===== config.mk =====
export PLATFORM = sky130hd
export DESIGN_NAME = split_flap_symbol_controller_unit_flat
export DESIGN_NICKNAME = d
export VERILOG_FILES = /design/src/design/sfsc_pkg.sv /design/src/design/sfsc_if.sv /design/src/design/split_flap_symbol_controller_unit.sv /design/src/flat_wrapper.sv
export SDC_FILE = /design/constraint.sdc
export NUM_CORES = 1
export LEC_CHECK = 0
export BUFFER_PORTS_ARGS = -buffer_cell sky130_fd_sc_hd__buf_2
export CORE_UTILIZATION = 35
export CTS_CLUSTER_DIAMETER = 100
export CTS_CLUSTER_SIZE = 8
export DETAILED_ROUTE_END_ITERATION = 12
export GPL_ROUTABILITY_DRIVEN = 0
export PLACE_DENSITY = 0.57
export SLEW_MARGIN = 40
export SYNTH_ARGS = -nofsm -noshare
export SYNTH_HDL_FRONTEND = slang
export SYNTH_SLANG_ARGS = --single-unit
export TNS_END_PERCENT = 20

===== constraint.sdc =====
create_clock -name clk -period 7.5 [get_ports clk]
set_input_delay 0.75 -clock clk [delete_from_list [all_inputs] [get_ports clk]]
set_output_delay 0.75 -clock clk [all_outputs]
set_load 0.01 [all_outputs]

===== src/design/sfsc_pkg.sv =====
`timescale 1ns / 1ps
// ============================================================================
// sfsc_pkg
// Types, codes and the symbol ROM of the split-flap symbol controller.
// ============================================================================
package sfsc_pkg;

    localparam int FUNC_W   = 2;
    localparam int CHAR_W   = 8;
    localparam int POS_W    = 6;
    localparam int ROM_SIZE = 40;

    localparam logic [CHAR_W-1:0] SPACE_CODE = 8'h20;

    // item kinds
    typedef enum logic [FUNC_W-1:0] {
        FUNC_TICK  = 2'd0,
        FUNC_PRINT = 2'd1,
        FUNC_HOME  = 2'd2
    } sfsc_func_t;

    typedef enum logic [1:0] {
        MODE_IDLE     = 2'd0,
        MODE_HOMING   = 2'd1,
        MODE_PRINTING = 2'd2
    } sfsc_mode_t;

    // wheel order of the symbols
    localparam logic [CHAR_W-1:0] SYMBOL_ROM [ROM_SIZE] = '{
        " ", "1", "2", "3", "4", "5", "6", "7", "8", "9",
        "0", "A", "B", "C", "D", "E", "F", "G", "H", "I",
        "J", "K", "L", "M", "N", "O", "P", "Q", "R", "S",
        "T", "U", "V", "W", "X", "Y", "Z", "-", ".", "/"
    };

    // symbol at a wheel index; zero past the ROM (caller qualifies)
    function automatic logic [CHAR_W-1:0] rom_symbol(input logic [POS_W-1:0] idx);
        logic [CHAR_W-1:0] sym;
        sym = '0;
        if (int'(idx) < ROM_SIZE)
        begin
            sym = SYMBOL_ROM[idx];
        end
        return sym;
    endfunction

endpackage


===== src/design/sfsc_if.sv =====
`timescale 1ns / 1ps
// ============================================================================
// sfsc channel interfaces
// Valid/ready channels for command transactions and result transactions.
// ============================================================================
interface sfsc_cmd_if
    import sfsc_pkg::*;
();
    logic              valid;
    logic              ready;
    logic [FUNC_W-1:0] func;
    logic [CHAR_W-1:0] letter_code;
    logic              hall_sensor;

    modport source (output valid, output func, output letter_code, output hall_sensor,
                    input ready);
    modport sink   (input valid, input func, input letter_code, input hall_sensor,
                    output ready);
endinterface

interface sfsc_res_if
    import sfsc_pkg::*;
();
    logic             valid;
    logic             ready;
    logic             relay_level;
    logic             flapped;
    logic             ready_res;
    logic [POS_W-1:0] position;
    logic             accepted;

    modport source (output valid, output relay_level, output flapped, output ready_res,
                    output position, output accepted, input ready);
    modport sink   (input valid, input relay_level, input flapped, input ready_res,
                    input position, input accepted, output ready);
endinterface


===== src/design/split_flap_symbol_controller_unit.sv =====
`timescale 1ns / 1ps
// ============================================================================
// split_flap_symbol_controller_unit
// Controller for one split-flap character wheel driven from a symbol ROM.
// ============================================================================
// Every command transaction (tick, print, home or unused) produces exactly one
// result transaction in the following cycle; a new command is taken every cycle
// as long as the result register is empty or being drained in the same cycle,
// so the sustained rate is one item per clock. The figure is set by the single
// result register: all state update (mode, wheel position, target character,
// relay polarity) is computed combinationally from the incoming command and
// the current state and lands together with the result at the accepting edge.
// Print and home are only accepted while idle; a print command also needs
// a character that exists among the first NUM_SYMBOLS ROM entries. Ticks move
// the wheel by at most one flap each: in homing mode until the hall sensor
// reads low, in printing mode until the symbol under the window matches.
// Wheel positions past the 40-entry ROM carry no symbol and are flapped over.
// ============================================================================
module split_flap_symbol_controller_unit
    import sfsc_pkg::*;
#(
    parameter int NUM_SYMBOLS = 40
) (
    input  logic       clk,
    input  logic       rst_n,
    sfsc_cmd_if.sink   cmd,
    sfsc_res_if.source res
);

    localparam logic [POS_W:0] NUM_SYM_W = (POS_W+1)'(NUM_SYMBOLS);

    // architectural state
    sfsc_mode_t        mode_reg,   mode_next;
    logic [POS_W-1:0]  pos_reg,    pos_next;
    logic [CHAR_W-1:0] target_reg, target_next;
    logic              relay_reg,  relay_next;

    // result register
    logic              res_valid_reg;
    logic              res_relay_reg;
    logic              res_flapped_reg;
    logic              res_ready_reg;
    logic [POS_W-1:0]  res_pos_reg;
    logic              res_accepted_reg;

    logic              in_fire;
    logic              flap_c;
    logic              accepted_c;
    logic              known_c;
    logic              sym_valid_c;
    logic [POS_W:0]    pos_inc_c;
    logic [POS_W-1:0]  pos_flap_c;

    // output register drains or is empty -> take the next command
    assign cmd.ready = !res_valid_reg || res.ready;
    assign in_fire   = cmd.valid && cmd.ready;

    // print target lookup: compare against every reachable ROM entry
    always_comb
    begin
        known_c = 1'b0;
        for (int i = 0; i < ROM_SIZE; i++)
        begin
            if ((i < NUM_SYMBOLS) && (SYMBOL_ROM[i] == cmd.letter_code))
            begin
                known_c = 1'b1;
            end
        end
    end

    // symbol under the window exists only inside ROM and wheel
    assign sym_valid_c = ({1'b0, pos_reg} < (POS_W+1)'(ROM_SIZE)) &&
                         ({1'b0, pos_reg} < NUM_SYM_W);

    // one flap: advance modulo wheel size
    assign pos_inc_c  = {1'b0, pos_reg} + (POS_W+1)'(1);
    assign pos_flap_c = (pos_inc_c >= NUM_SYM_W) ? '0 : pos_inc_c[POS_W-1:0];

    always_comb
    begin
        mode_next   = mode_reg;
        pos_next    = pos_reg;
        target_next = target_reg;
        flap_c      = 1'b0;
        accepted_c  = 1'b0;

        unique case (sfsc_func_t'(cmd.func))
            FUNC_TICK:
            begin
                if (mode_reg == MODE_HOMING)
                begin
                    if (cmd.hall_sensor)
                    begin
                        flap_c = 1'b1;
                    end
                    else
                    begin
                        pos_next  = '0;
                        mode_next = MODE_IDLE;
                    end
                end
                else if (mode_reg == MODE_PRINTING)
                begin
                    if (!sym_valid_c || (rom_symbol(pos_reg) != target_reg))
                    begin
                        flap_c = 1'b1;
                    end
                    else
                    begin
                        mode_next = MODE_IDLE;
                    end
                end
            end
            FUNC_PRINT:
            begin
                if ((mode_reg == MODE_IDLE) && known_c)
                begin
                    target_next = cmd.letter_code;
                    mode_next   = MODE_PRINTING;
                    accepted_c  = 1'b1;
                end
            end
            FUNC_HOME:
            begin
                if (mode_reg == MODE_IDLE)
                begin
                    mode_next  = MODE_HOMING;
                    accepted_c = 1'b1;
                end
            end
            default:
            begin
                // unused item kind: state untouched
            end
        endcase

        if (flap_c)
        begin
            pos_next = pos_flap_c;
        end
        relay_next = relay_reg ^ flap_c;
    end

    // control state
    always_ff @(posedge clk or negedge rst_n)
    begin
        if (!rst_n)
        begin
            mode_reg      <= MODE_IDLE;
            pos_reg       <= '0;
            target_reg    <= SPACE_CODE;
            relay_reg     <= 1'b0;
            res_valid_reg <= 1'b0;
        end
        else
        begin
            if (in_fire)
            begin
                mode_reg   <= mode_next;
                pos_reg    <= pos_next;
                target_reg <= target_next;
                relay_reg  <= relay_next;
            end
            if (in_fire)
            begin
                res_valid_reg <= 1'b1;
            end
            else if (res.ready)
            begin
                res_valid_reg <= 1'b0;
            end
        end
    end

    // result payload
    always_ff @(posedge clk)
    begin
        if (in_fire)
        begin
            res_relay_reg    <= relay_next;
            res_flapped_reg  <= flap_c;
            res_ready_reg    <= (mode_next == MODE_IDLE);
            res_pos_reg      <= pos_next;
            res_accepted_reg <= accepted_c;
        end
    end

    assign res.valid       = res_valid_reg;
    assign res.relay_level = res_relay_reg;
    assign res.flapped     = res_flapped_reg;
    assign res.ready_res   = res_ready_reg;
    assign res.position    = res_pos_reg;
    assign res.accepted    = res_accepted_reg;

    // ---------------------------------------------------------------- checks
    // a pending result always mirrors the live state
    a_res_matches_state: assert property (@(posedge clk) disable iff (!rst_n)
        res_valid_reg |-> (res_pos_reg == pos_reg) && (res_relay_reg == relay_reg) &&
                          (res_ready_reg == (mode_reg == MODE_IDLE)))
        else $error("result register out of step with state");

    a_pos_in_range: assert property (@(posedge clk) disable iff (!rst_n)
        {1'b0, pos_reg} < NUM_SYM_W)
        else $error("wheel position beyond wheel size");

    a_state_holds: assert property (@(posedge clk) disable iff (!rst_n)
        !in_fire |=> $stable(mode_reg) && $stable(pos_reg) && $stable(relay_reg))
        else $error("state changed without a transaction");

    a_accept_busy: assert property (@(posedge clk) disable iff (!rst_n)
        res_valid_reg && res_accepted_reg |-> !res_ready_reg && !res_flapped_reg)
        else $error("accepted command left block idle or flapped");

endmodule


===== src/flat_wrapper.sv =====
// flat-port wrapper written by rule: the top's interface ports become plain ports
module split_flap_symbol_controller_unit_flat import sfsc_pkg::*;
#(
    parameter int NUM_SYMBOLS = 40
)
  (clk, rst_n, cmd_valid, cmd_func, cmd_letter_code, cmd_hall_sensor, cmd_ready, res_valid, res_relay_level, res_flapped, res_ready_res, res_position, res_accepted, res_ready);
  sfsc_cmd_if cmd_i ();
  sfsc_res_if res_i ();
  input  logic clk;
  input  logic rst_n;
  input wire logic [$bits(cmd_i.valid)-1:0] cmd_valid;
  input wire logic [$bits(cmd_i.func)-1:0] cmd_func;
  input wire logic [$bits(cmd_i.letter_code)-1:0] cmd_letter_code;
  input wire logic [$bits(cmd_i.hall_sensor)-1:0] cmd_hall_sensor;
  output wire logic [$bits(cmd_i.ready)-1:0] cmd_ready;
  output wire logic [$bits(res_i.valid)-1:0] res_valid;
  output wire logic [$bits(res_i.relay_level)-1:0] res_relay_level;
  output wire logic [$bits(res_i.flapped)-1:0] res_flapped;
  output wire logic [$bits(res_i.ready_res)-1:0] res_ready_res;
  output wire logic [$bits(res_i.position)-1:0] res_position;
  output wire logic [$bits(res_i.accepted)-1:0] res_accepted;
  input wire logic [$bits(res_i.ready)-1:0] res_ready;
  assign cmd_i.valid = cmd_valid;
  assign cmd_i.func = cmd_func;
  assign cmd_i.letter_code = cmd_letter_code;
  assign cmd_i.hall_sensor = cmd_hall_sensor;
  assign cmd_ready = cmd_i.ready;
  assign res_valid = res_i.valid;
  assign res_relay_level = res_i.relay_level;
  assign res_flapped = res_i.flapped;
  assign res_ready_res = res_i.ready_res;
  assign res_position = res_i.position;
  assign res_accepted = res_i.accepted;
  assign res_i.ready = res_ready;
  split_flap_symbol_controller_unit #(.NUM_SYMBOLS(NUM_SYMBOLS)) u_core (.clk(clk), .rst_n(rst_n), .cmd(cmd_i), .res(res_i));
endmodule

==> results of run 1 <==
## cells in the mapped netlist, types with 2 or more instances
| library cell | count | area [um^2] |
|---|---|---|
| mux2_2 | 2 | 22.52 |
| nand2b_1 | 7 | 43.79 |
| xor2_1 | 3 | 26.28 |
| nor4b_1 | 2 | 17.52 |
| o21ai_1 | 7 | 35.03 |
| a32o_1 | 3 | 30.03 |
| buf_4 | 2 | 15.01 |
| o2111ai_1 | 2 | 17.52 |
| edfxtp_1 | 10 | 300.3 |
| clkbuf_1 | 5 | 18.77 |
| nand3b_1 | 3 | 22.52 |
| nor3_1 | 2 | 10.01 |
| xnor2_1 | 2 | 17.52 |
| o211a_1 | 3 | 30.03 |
| nor3b_1 | 2 | 15.01 |
| buf_6 | 2 | 22.52 |
| mux2_1 | 7 | 78.83 |
| a21o_1 | 6 | 45.04 |
| nor2b_1 | 4 | 25.02 |
| a21oi_1 | 8 | 40.04 |
| or3_1 | 4 | 25.02 |
| mux2i_1 | 3 | 30.03 |
| o211ai_2 | 2 | 25.02 |
| buf_2 | 2 | 10.01 |
| nand3_1 | 8 | 40.04 |
| o211ai_1 | 2 | 15.01 |
| ha_1 | 12 | 150.1 |
| and2_1 | 4 | 25.02 |
| inv_1 | 10 | 37.54 |
| nand2_1 | 17 | 63.81 |
| o21ai_0 | 6 | 30.03 |
| dfrtp_1 | 17 | 425.4 |
| nor2_1 | 3 | 11.26 |
## report_power, final
part | switching, mW | internal [mW]
registers | 0.0198 | 0.180
clock network | 0.0453 | 0.0367
logic | 0.0547 | 0.0430
## routing by layer
metal,part of all wire,wire [um]
met3,0.039,156
met4,0.0025,10
met2,0.47,1858
met1,0.49,1966
met5,0,0
## critical path, stage by stage (launching register included)
cell,delay [ps]
dfrtp_1,530
ha_1,310
inv_1,70
ha_1,140
nor2b_1,50
o31ai_1,260
mux2i_1,330
nand4_4,180
o41ai_4,750
and2_1,270
o2bb2ai_1,120
## final cells by class
class | count | area, um^2
Timing Repair Buffer | 26 | 130.1
Multi-Input combinational cell | 148 | 1152
Tap cell | 72 | 90.09
Clock buffer | 3 | 41.29
Sequential cell | 28 | 752.0
Fill cell | 575 | 3329
Inverter | 11 | 41.29
Clock inverter | 1 | 3.754
## cells by family after synthesis
family                     synth area share
and+or+nand+nor                      0.1841
AOI/OAI and AO/OA                    0.2189
DFF                                  0.3738
buffers and inverters               0.05348
muxes                               0.06530
adders and majority gates           0.07462
xor gates and xnor gates            0.02986
## per-stage QoR
stage	area (um^2)	instances	worst slack (ps)
6_report	2211	289	4344
5_1_grt	2211	289	4096
4_1_cts	2211	289	4326
3_5_place_dp	2166	285	4367
3_3_place_gp	2166	285	4381
2_1_floorplan	2012	198	4875
## path summary, 6_finish.rpt
check	end	cells after the start
min in group clk	u_core.relay_reg	1
worst min-delay path	u_core.pos_reg[1]	1
worst max register to register	u_core.res.position[0]	10
worst max-delay path	u_core.res.position[0]	10
worst min register to register	u_core.relay_reg	1
max in group asynchronous	u_core.target_reg[5]	1
==> impl_metrics.csv, run 1 <==
group,metric,value,unit
routing,detail_route.first_pass.iterations,4,
logic_synthesis,post_synth_num_cell_types,59,
timing,min_period_over_period,0.4209,
floorplan,floorplan.die_area,0.006056,mm^2
global_routing,first_global_vias,1411,
floorplan,core,0.005540,mm^2
global_routing,grt_overflow_total,0,
final_layout,flow.area_growth_from_synthesis,9.888,%
timing,tightest_hold_margin,411.5,ps
logic_synthesis,async_flop_share,0.6429,
pwr,vdd_drop_max,92.15,uV
routing,ant_nets,0,
logic_synthesis,ys_seq_elements,28,
clock_network,cts_hold_buffers,0,
worst_hold_path,hold_path.class,"primary input to asynchronous set/reset pin",
logic_synthesis,synth.yosys.seq_area_share,0.3738,
final_layout,final_layout_size_suffix_gt1_frac,0.1982,
timing,final-setup-viol-count,0,
timing,maxSlewViolCount,0,
logic_synthesis,primary_flip_flop_cell_chosen_by_synthesis_mapping,"dfrtp_1",
timing,totalNegativeSetupSlack,0,ps
critical_path,timing.critical_path.from_type,"register",
clock_network,clk_pin_slew,90,ps
routing,drt_iter0_markers,79,
global_routing,gr-usage-met3,0.02588,
clock_network,cts_setup_buffers,0,
clock_network,cts.root.buffer_cell,"clkbuf_8",
floorplan,floorplan.initialDensity,0.3631,
critical_path,r2r_slack,4340,ps
clock_network,tritoncts_num_sinks,28,
timing,rsz0062_at_grt,"false",
logic_synthesis,yosys_synthesis_warning_count,0,
global_routing,grt_antenna_before_repair,0,
final_layout,finish.utilization,0.3991,
critical_path,timing.critical_path.from,"u_core.pos_reg[0]",
timing,maxSlewHeadroom,0.5220,
clock_network,max-clock-path-buffers,2,
critical_path,worstSetupEndpointType,"register",
floorplan,height_of_the_die,77.82,um
critical_path,crit_fanout,12,
floorplan,floorplan.io_pins,27,
global_routing,gr-usage-met2,0.2310,
global_routing,grt.total_usage,0.1419,
timing,clock-skew-final,5.890,ps
run_status,status,"completed",
critical_path,cp_data_required_time,7630,ps
logic_synthesis,post_synth_inst_count,198,
run,cap_violations,0,
final_layout,layout_commonest_cell,"buf_2",
timing,hold_viol_final,0,
global_routing,largest_net_degree_at_the_start_of_global_routing,19,
clock_network,total_clock_buffers_created_by_cts,3,
critical_path,worstSetupPathType,"register to register",
pwr,leakagePower,0.9562,nW
routing,vias_per_cell,5.304,
logic_synthesis,synth-edff-count,10,
logic_synthesis,synthesis.area,0.002012,mm^2
routing,vias,1533,
floorplan,floorplan.die.width,77.82,um
pwr,power_density,171.5,mW/mm^2
routing,post_drt_wl_per_cell,13.82,um
routing,routed_wirelength,3993,um
clock_network,tritoncts,"built",
final_layout,number_of_nets_at_the_end_of_the_flow,245,
clock_network,htreeDepth,1,
placement,place.port_buffers,26,
routing,drc_errors,0,
final_layout,mostFrequentLayoutCells,"26 x buf_2, 17 x nand2_1, 17 x dfrtp_1",
final_layout,largest_reg_flops,8,
global_routing,grt-busiest-layer,"met2",
pwr,total_power,0.3791,mW
timing,worst_slew_pin_slew,717.0,ps
placement,place.detailed.hpwl,2935,um
clock_network,clock_insertion_delay_worst_skew,270,ps
critical_path,critical_path_arrival,3290,ps
global_routing,global_route_wire_length_before_repair,6886,um
clock_network,cts_resized,0,
critical_path,r2r_start,"u_core.pos_reg[0]",
timing,layout_min_cycle_time,3156,ps
logic_synthesis,postSynthNetCount,225,
final_layout,antenna_cells_inserted,0,
global_routing,grtUsageMet1,0.2003,
logic_synthesis,post_synth.cell_area_avg,10.16,um^2
timing,clock.fmax,0.3168,GHz
floorplan,rows,27,
Note: power is estimated with default switching activity, not from simulation.
==> run 2: changes to the inputs <==
Settings changed: ABC_AREA from default to 1, PLACE_DENSITY 0.57 to 0.59.
Clock period 7.5 ns to 2.9 ns, I/O delays scaled along.
==> impl_metrics.csv, run 2 <==
group,metric,value,unit
global_routing,grt_overflow_total,0,
logic_synthesis,post_synth_num_cell_types,34,
global_routing,gr-usage-met2,0.2523,
critical_path,r2r_slack,560,ps
timing,worst_slew_pin_slew,465.2,ps
critical_path,worstSetupEndpointType,"register",
worst_hold_path,hold_depth,2,
placement,place.port_buffers,26,
routing,detail_route.first_pass.iterations,5,
placement,place.detailed.hpwl,3046,um
logic_synthesis,async_flop_share,0.6429,
global_routing,largest_net_degree_at_the_start_of_global_routing,21,
global_routing,grt.total_usage,0.1470,
final_layout,flow.area_growth_from_synthesis,14.06,%
logic_synthesis,ys_seq_elements,28,
pwr,leakagePower,1.165,nW
clock_network,cts_setup_buffers,0,
clock_network,tritoncts,"built",
pwr,power_density,762.6,mW/mm^2
floorplan,floorplan.die_area,0.005817,mm^2
clock_network,cts.root.buffer_cell,"clkbuf_8",
critical_path,critPathTopFamily,"simple AND/OR/NAND/NOR gates",
critical_path,timing.critical_path.from,"u_core.pos_reg[0]",
timing,totalNegativeSetupSlack,0,ps
floorplan,height_of_the_die,76.27,um
critical_path,timing.critical_path.from_type,"register",
floorplan,floorplan.io_pins,27,
logic_synthesis,primary_flip_flop_cell_chosen_by_synthesis_mapping,"dfrtp_1",
placement,dpl_cell_area,0.002121,mm^2
routing,drc_errors,0,
floorplan,floorplan.die.width,76.27,um
final_layout,final.fill_count,549,
final_layout,layout_commonest_cell,"nand2_1",
critical_path,critical_path_buf_inv_count,2,
critical_path,worstSetupPathType,"register to register",
worst_hold_path,hold_path.class,"primary input to register",
clock_network,htreeDepth,1,
routing,vias_per_cell,4.743,
pwr,vdd_drop_max,259.1,uV
critical_path,crit_fanout,8,
clock_network,tritoncts_num_sinks,28,
global_routing,global_route_wire_length_before_repair,6969,um
final_layout,largest_reg_flops,8,
critical_path,critical_path_arrival,2390,ps
critical_path,critPathMostFrequentCell,"nand2_1",
run_status,status,"completed",
floorplan,rows,26,
final_layout,register_area,752.0,um^2
final_layout,mostFrequentLayoutCells,"91 x nand2_1, 32 x nand3_1, 31 x inv_1",
final_layout,multi_input_area,0.001020,mm^2
floorplan,core,0.005205,mm^2
global_routing,grt-busiest-layer,"met2",
timing,layout_min_cycle_time,2340,ps
logic_synthesis,cell_types_occupying_the_most_area_after_synthesis,"dfrtp_1 22%, nand2_1 18%, edfxtp_1 16%",
global_routing,gr-usage-met3,0.01437,
critical_path,worstPathCellList,"ha_1, inv_1, ha_1, inv_1, a21oi_1, nand2_1, nand2_1, nand2_1, nand2_1, nand2_1, nor2_1, nand3_1, nand2_2, nand2_4, nand2_4, nand2_1, and2_1",
logic_synthesis,netlist.top_cell.by_area,"dfrtp_1",
timing,rsz0062_at_grt,"false",
timing,clock.fmax,0.4274,GHz
final_layout,final_layout_size_suffix_gt1_frac,0.1458,
logic_synthesis,top_count_cell_post_synth,"nand2_1",
global_routing,grt_antenna_before_repair,0,
final_layout,antenna_cells_inserted,0,
routing,vias,1698,
routing,post_drt_wl_per_cell,11.09,um
worst_hold_path,min_to,"u_core.target_reg[6]",
clock_network,clock_insertion_delay_worst_skew,280,ps
logic_synthesis,postSynthNetCount,289,
worst_hold_path,min-delay-start,"cmd_letter_code[5]",
final_layout,final_area,0.002202,mm^2
critical_path,cp_data_required_time,2950,ps
logic_synthesis,yosys_synthesis_warning_count,0,
final_layout,number_of_nets_at_the_end_of_the_flow,316,
logic_synthesis,synth_top_area_frac,0.2203,
timing,final-setup-viol-count,0,
timing,min_period_over_period,0.8067,
global_routing,grtUsageMet1,0.1961,
logic_synthesis,synth.yosys.seq_area_share,0.3895,
critical_path,r2r_end,"u_core.res.position[5]",
clock_network,max-clock-path-buffers,2,
timing,clock-skew-final,2.017,ps
timing,maxSlewViolCount,0,
timing,tightest_hold_margin,222.4,ps
logic_synthesis,post_synth.cell_area_avg,7.369,um^2
logic_synthesis,synth-edff-count,10,
floorplan,floorplan.initialDensity,0.3709,
routing,routed_wirelength,3972,um
critical_path,rr_worst_depth,17,
routing,drt_iter0_markers,80,
routing,ant_nets,0,
clock_network,clk_pin_slew,100,ps
pwr,total_power,1.679,mW
critical_path,r2r_start,"u_core.pos_reg[0]",
run,cap_violations,0,
logic_synthesis,synthesis.area,0.001931,mm^2
critical_path,slowest_stage,"dfrtp_1",
global_routing,first_global_vias,1541,
logic_synthesis,ys_top_cells_by_count,"91 x nand2_1, 32 x nand3_1, 31 x inv_1",
timing,hold_viol_final,0,
logic_synthesis,post_synth_inst_count,262,
clock_network,total_clock_buffers_created_by_cts,3,
timing,maxSlewHeadroom,0.6899,
critical_path,cpPeakStageDelay,480,ps
## run 2: cell types whose count changed after synthesis, sizes merged, moves of 7 or more
cell,before,now
nand2,18,94
nand3,8,32
inv,11,33
mux2,9,1
nor2,4,12
nand2b,7,0
## run 2: how the worst max path moves through the flow
stage,depth (start not counted),slack (ps),to
final,17,560,u_core.res.position[5]
after global routing,17,310,u_core.res.relay_level
after CTS,17,520,u_core.res.position[2]
after detailed placement,17,540,u_core.res.position[2]
after global placement,17,590,u_core.res.position[2]
after floorplan,17,820,u_core.res.relay_level
## run 2: layer usage
layer  part of all wire  vias to the layer above
met5                  0                        -
met1               0.49                      773
met2               0.48                       26
met3              0.024                        2
met4             0.0083                        0
li1                   -                      897
## run 2: cell type report
class	instances	share of cell area
clock buffer	3	0.01875
clock inverter	1	0.01364
inverter	33	0.05625
multi-input combinational	195	0.4631
sequential	28	0.3415
tap	70	0.03977
timing repair buffer	28	0.06705
## run 2: cells by family after synthesis
group / count (synthesis) / synth area share
compound gates: 26 / 0.08231
xor+xnor: 3 / 0.01361
fa+ha+maj: 12 / 0.07777
buf+inv: 39 / 0.08230
flops: 28 / 0.3895
mux: 1 / 0.005832
simple gates: 153 / 0.3487
## run 2: timing repair
item / 4_1_cts / 5_1_grt
hold buffers: 1 / 0
setup endpoints to repair: 0 / 0
hold endpoints to repair: 17 / 0
resized for setup: 0 / 0
## run 2: through the flow
step | std cells | util | setup WS (ps)
after floorplan | 262 | - | 815.5
after global placement | 353 | 0.4075 | 590.3
after detailed placement | 353 | 0.4075 | 536.2
after CTS | 358 | 0.4231 | 523.9
after global routing | 358 | 0.4231 | 314.8
final | 358 | 0.4231 | 560.5
## run 2: report_power, final
part / internal (mW) / switching [mW] / total, mW
registers: 0.519 / 0.129 / 0.649
clock network: 0.185 / 0.131 / 0.316
logic: 0.288 / 0.426 / 0.714
total: 0.992 / 0.687 / 1.68
==> run 3: changes to the inputs <==
Settings changed: ABC_AREA 1 to 0, PLACE_DENSITY 0.59 to 0.57.
Clock period 2.9 ns to 2.3 ns, I/O delays scaled along.
==> impl_metrics.csv, run 3 (same netlist as run 1, synthesis figures left out) <==
group,metric,value,unit
clock_network,tritoncts_num_sinks,28,
pwr,power.internal,0.9016,mW
clock_network,total_clock_buffers_created_by_cts,3,
final_layout,number_of_nets_at_the_end_of_the_flow,276,
timing,rsz0062_at_grt,"true",
critical_path,critPathTopFamily,"compound AO/OA/AOI/OAI gates",
pwr,p_sw,0.4334,mW
floorplan,floorplan.die_area,0.006056,mm^2
final_layout,mostFrequentLayoutCells,"29 x buf_4, 26 x buf_2, 17 x nand2_1",
placement,dpl_cell_area,0.002430,mm^2
clock_network,htreeDepth,1,
final_layout,flow.area_growth_from_synthesis,27.24,%
timing,maxSlewViolCount,0,
critical_path,critical_path_arrival,2590,ps
routing,detail_route.first_pass.iterations,4,
floorplan,rows,27,
pwr,vdd_drop_max,319.6,uV
final_layout,register_area,754.5,um^2
routing,routed_wirelength,4212,um
critical_path,timing.critical_path.from_type,"register",
timing,final-setup-viol-count,17,
critical_path,slowest_stage,"dfrtp_2",
clock_network,max-clock-path-buffers,2,
timing,layout_min_cycle_time,2542,ps
critical_path,critPathMostFrequentCell,"ha_4",
final_layout,final.fill_count,530,
timing,totalNegativeSetupSlack,-2769,ps
global_routing,largest_net_degree_at_the_start_of_global_routing,19,
floorplan,floorplan.initialDensity,0.3631,
worst_hold_path,hold_path.class,"primary input to register",
floorplan,floorplan.die.width,77.82,um
critical_path,critical_path_buf_inv_count,2,
pwr,share_seq_of_total_power,0.481,
placement,place.detailed.hpwl,3295,um
timing,maxSlewHeadroom,0.4840,
floorplan,core,0.005540,mm^2
global_routing,grt_antenna_before_repair,0,
critical_path,worstSetupPathType,"register to register",
routing,drt_iter0_markers,69,
critical_path,cpPeakStageDelay,470,ps
timing,clock.fmax,0.3934,GHz
global_routing,global_route_wire_length_before_repair,7010,um
critical_path,r2r_slack,-240,ps
clock_network,clk_pin_slew,100,ps
timing,setup_ws,-241.7,ps
global_routing,first_global_vias,1449,
routing,drc_errors,0,
critical_path,worstPathCellList,"ha_4, inv_2, ha_4, nor2b_4, o31ai_4, mux2i_2, nand4_4, o41ai_4, buf_4, a21oi_2, a21o_1",
final_layout,multi_input_area,0.001257,mm^2
clock_network,tritoncts,"built",
pwr,clkPwrFrac,0.208,
critical_path,worstSetupEndpointType,"register",
routing,vias_per_cell,5.100,
timing,min_period_over_period,1.105,
global_routing,grt.total_usage,0.1452,
routing,vias,1632,
run_status,status,"finished, violations left",
global_routing,grt_overflow_total,0,
pwr,power_density,521.5,mW/mm^2
critical_path,crit_fanout,4,
final_layout,largest_reg_flops,8,
final_layout,antenna_cells_inserted,0,
pwr,combinationalPowerShare,0.311,
clock_network,cts.root.buffer_cell,"clkbuf_8",
pwr,total_power,1.335,mW
clock_network,clock_insertion_delay_worst_skew,280,ps
run_status,violations_in_the_final_reports,"setup timing",
pwr,leakagePower,1.111,nW
timing,worst_slew_pin_slew,774.0,ps
final_layout,final_area,0.002560,mm^2
timing,hold_viol_final,0,
placement,place_ws,-237.4,ps
floorplan,floorplan.io_pins,27,
floorplan,height_of_the_die,77.82,um
critical_path,cp_data_required_time,2350,ps
pwr,power.share.switching,0.3247,
placement,place.port_buffers,26,
final_layout,final_layout_size_suffix_gt1_frac,0.3750,
routing,post_drt_wl_per_cell,13.16,um
final_layout,layout_commonest_cell,"buf_4",
routing,ant_nets,0,
run,cap_violations,0,
timing,clock-skew-final,7.645,ps
[run 3: cell types whose count changed in the layout (fill, tap and decap cells not counted), sizes merged, moves of 4 or more]
cell	change
nand2	-76
inv	-22
nor2b	+4
nand2b	+7
mux2	+8
nand3	-24
and2	-4
nor2	-8
or3	+4
buf	+29
a21oi	+5
a21o	+6
[run 3: path summary, 6_finish.rpt]
path,start,depth (start not counted),to
setup / recovery,u_core.pos_reg[1],11,u_core.res.position[4]
hold / removal,cmd_valid,2,u_core.res.valid
setup reg to reg,u_core.pos_reg[1],11,u_core.res.position[4]
hold reg to reg,u_core.relay_reg,1,u_core.relay_reg
max in group asynchronous,rst_n,2,u_core.target_reg[5]
min in group asynchronous,rst_n,2,u_core.mode_reg[1]
[run 3: layout make-up]
| class | count | share of cell area |
|---|---|---|
| multi-input cells | 148 | 0.4912 |
| flip-flops and latches | 28 | 0.2947 |
| repair buffers | 57 | 0.1442 |
| well taps | 72 | 0.03519 |
| inverters | 11 | 0.01711 |
| clock buffers | 3 | 0.01613 |
| clock inverters | 1 | 0.001466 |
[run 3: metal layers]
metal	wire length, um	share of wire	track usage
met4	44	0.010	0.02264
met5	0	0	0
met3	114	0.027	0.02118
met2	2021	0.48	0.2496
met1	2032	0.48	0.1953
[run 3: timing repair]
| action | CTS | global route |
|---|---|---|
| pin swaps | 8 | 5 |
| buffers inserted | 2 | 1 |
| hold buffers | 1 | 0 |
| hold endpoints to repair | 17 | 0 |
| gates resized for setup | 2 | 11 |
| setup endpoints to repair | 17 | 17 |
[run 3: power groups by stage]
stage | Combinational [mW] | Clock [mW] | Sequential, mW
after floorplan | 0.271 | 0 | 0.641
after global placement | 0.387 | 0 | 0.649
after detailed placement | 0.389 | 0 | 0.651
after CTS | 0.393 | 0.291 | 0.641
after global routing | 0.457 | 0.307 | 0.653
final | 0.415 | 0.278 | 0.642
[run 3: metrics by stage]
stage / std cells / util / hold WS, ps
floorplan: 198 / - / -65.59
global placement: 312 / 0.4386 / 194.7
detailed placement: 312 / 0.4386 / 202.2
CTS: 319 / 0.4517 / 149.3
global route: 320 / 0.4621 / 148.2
finish: 320 / 0.4621 / 154.0
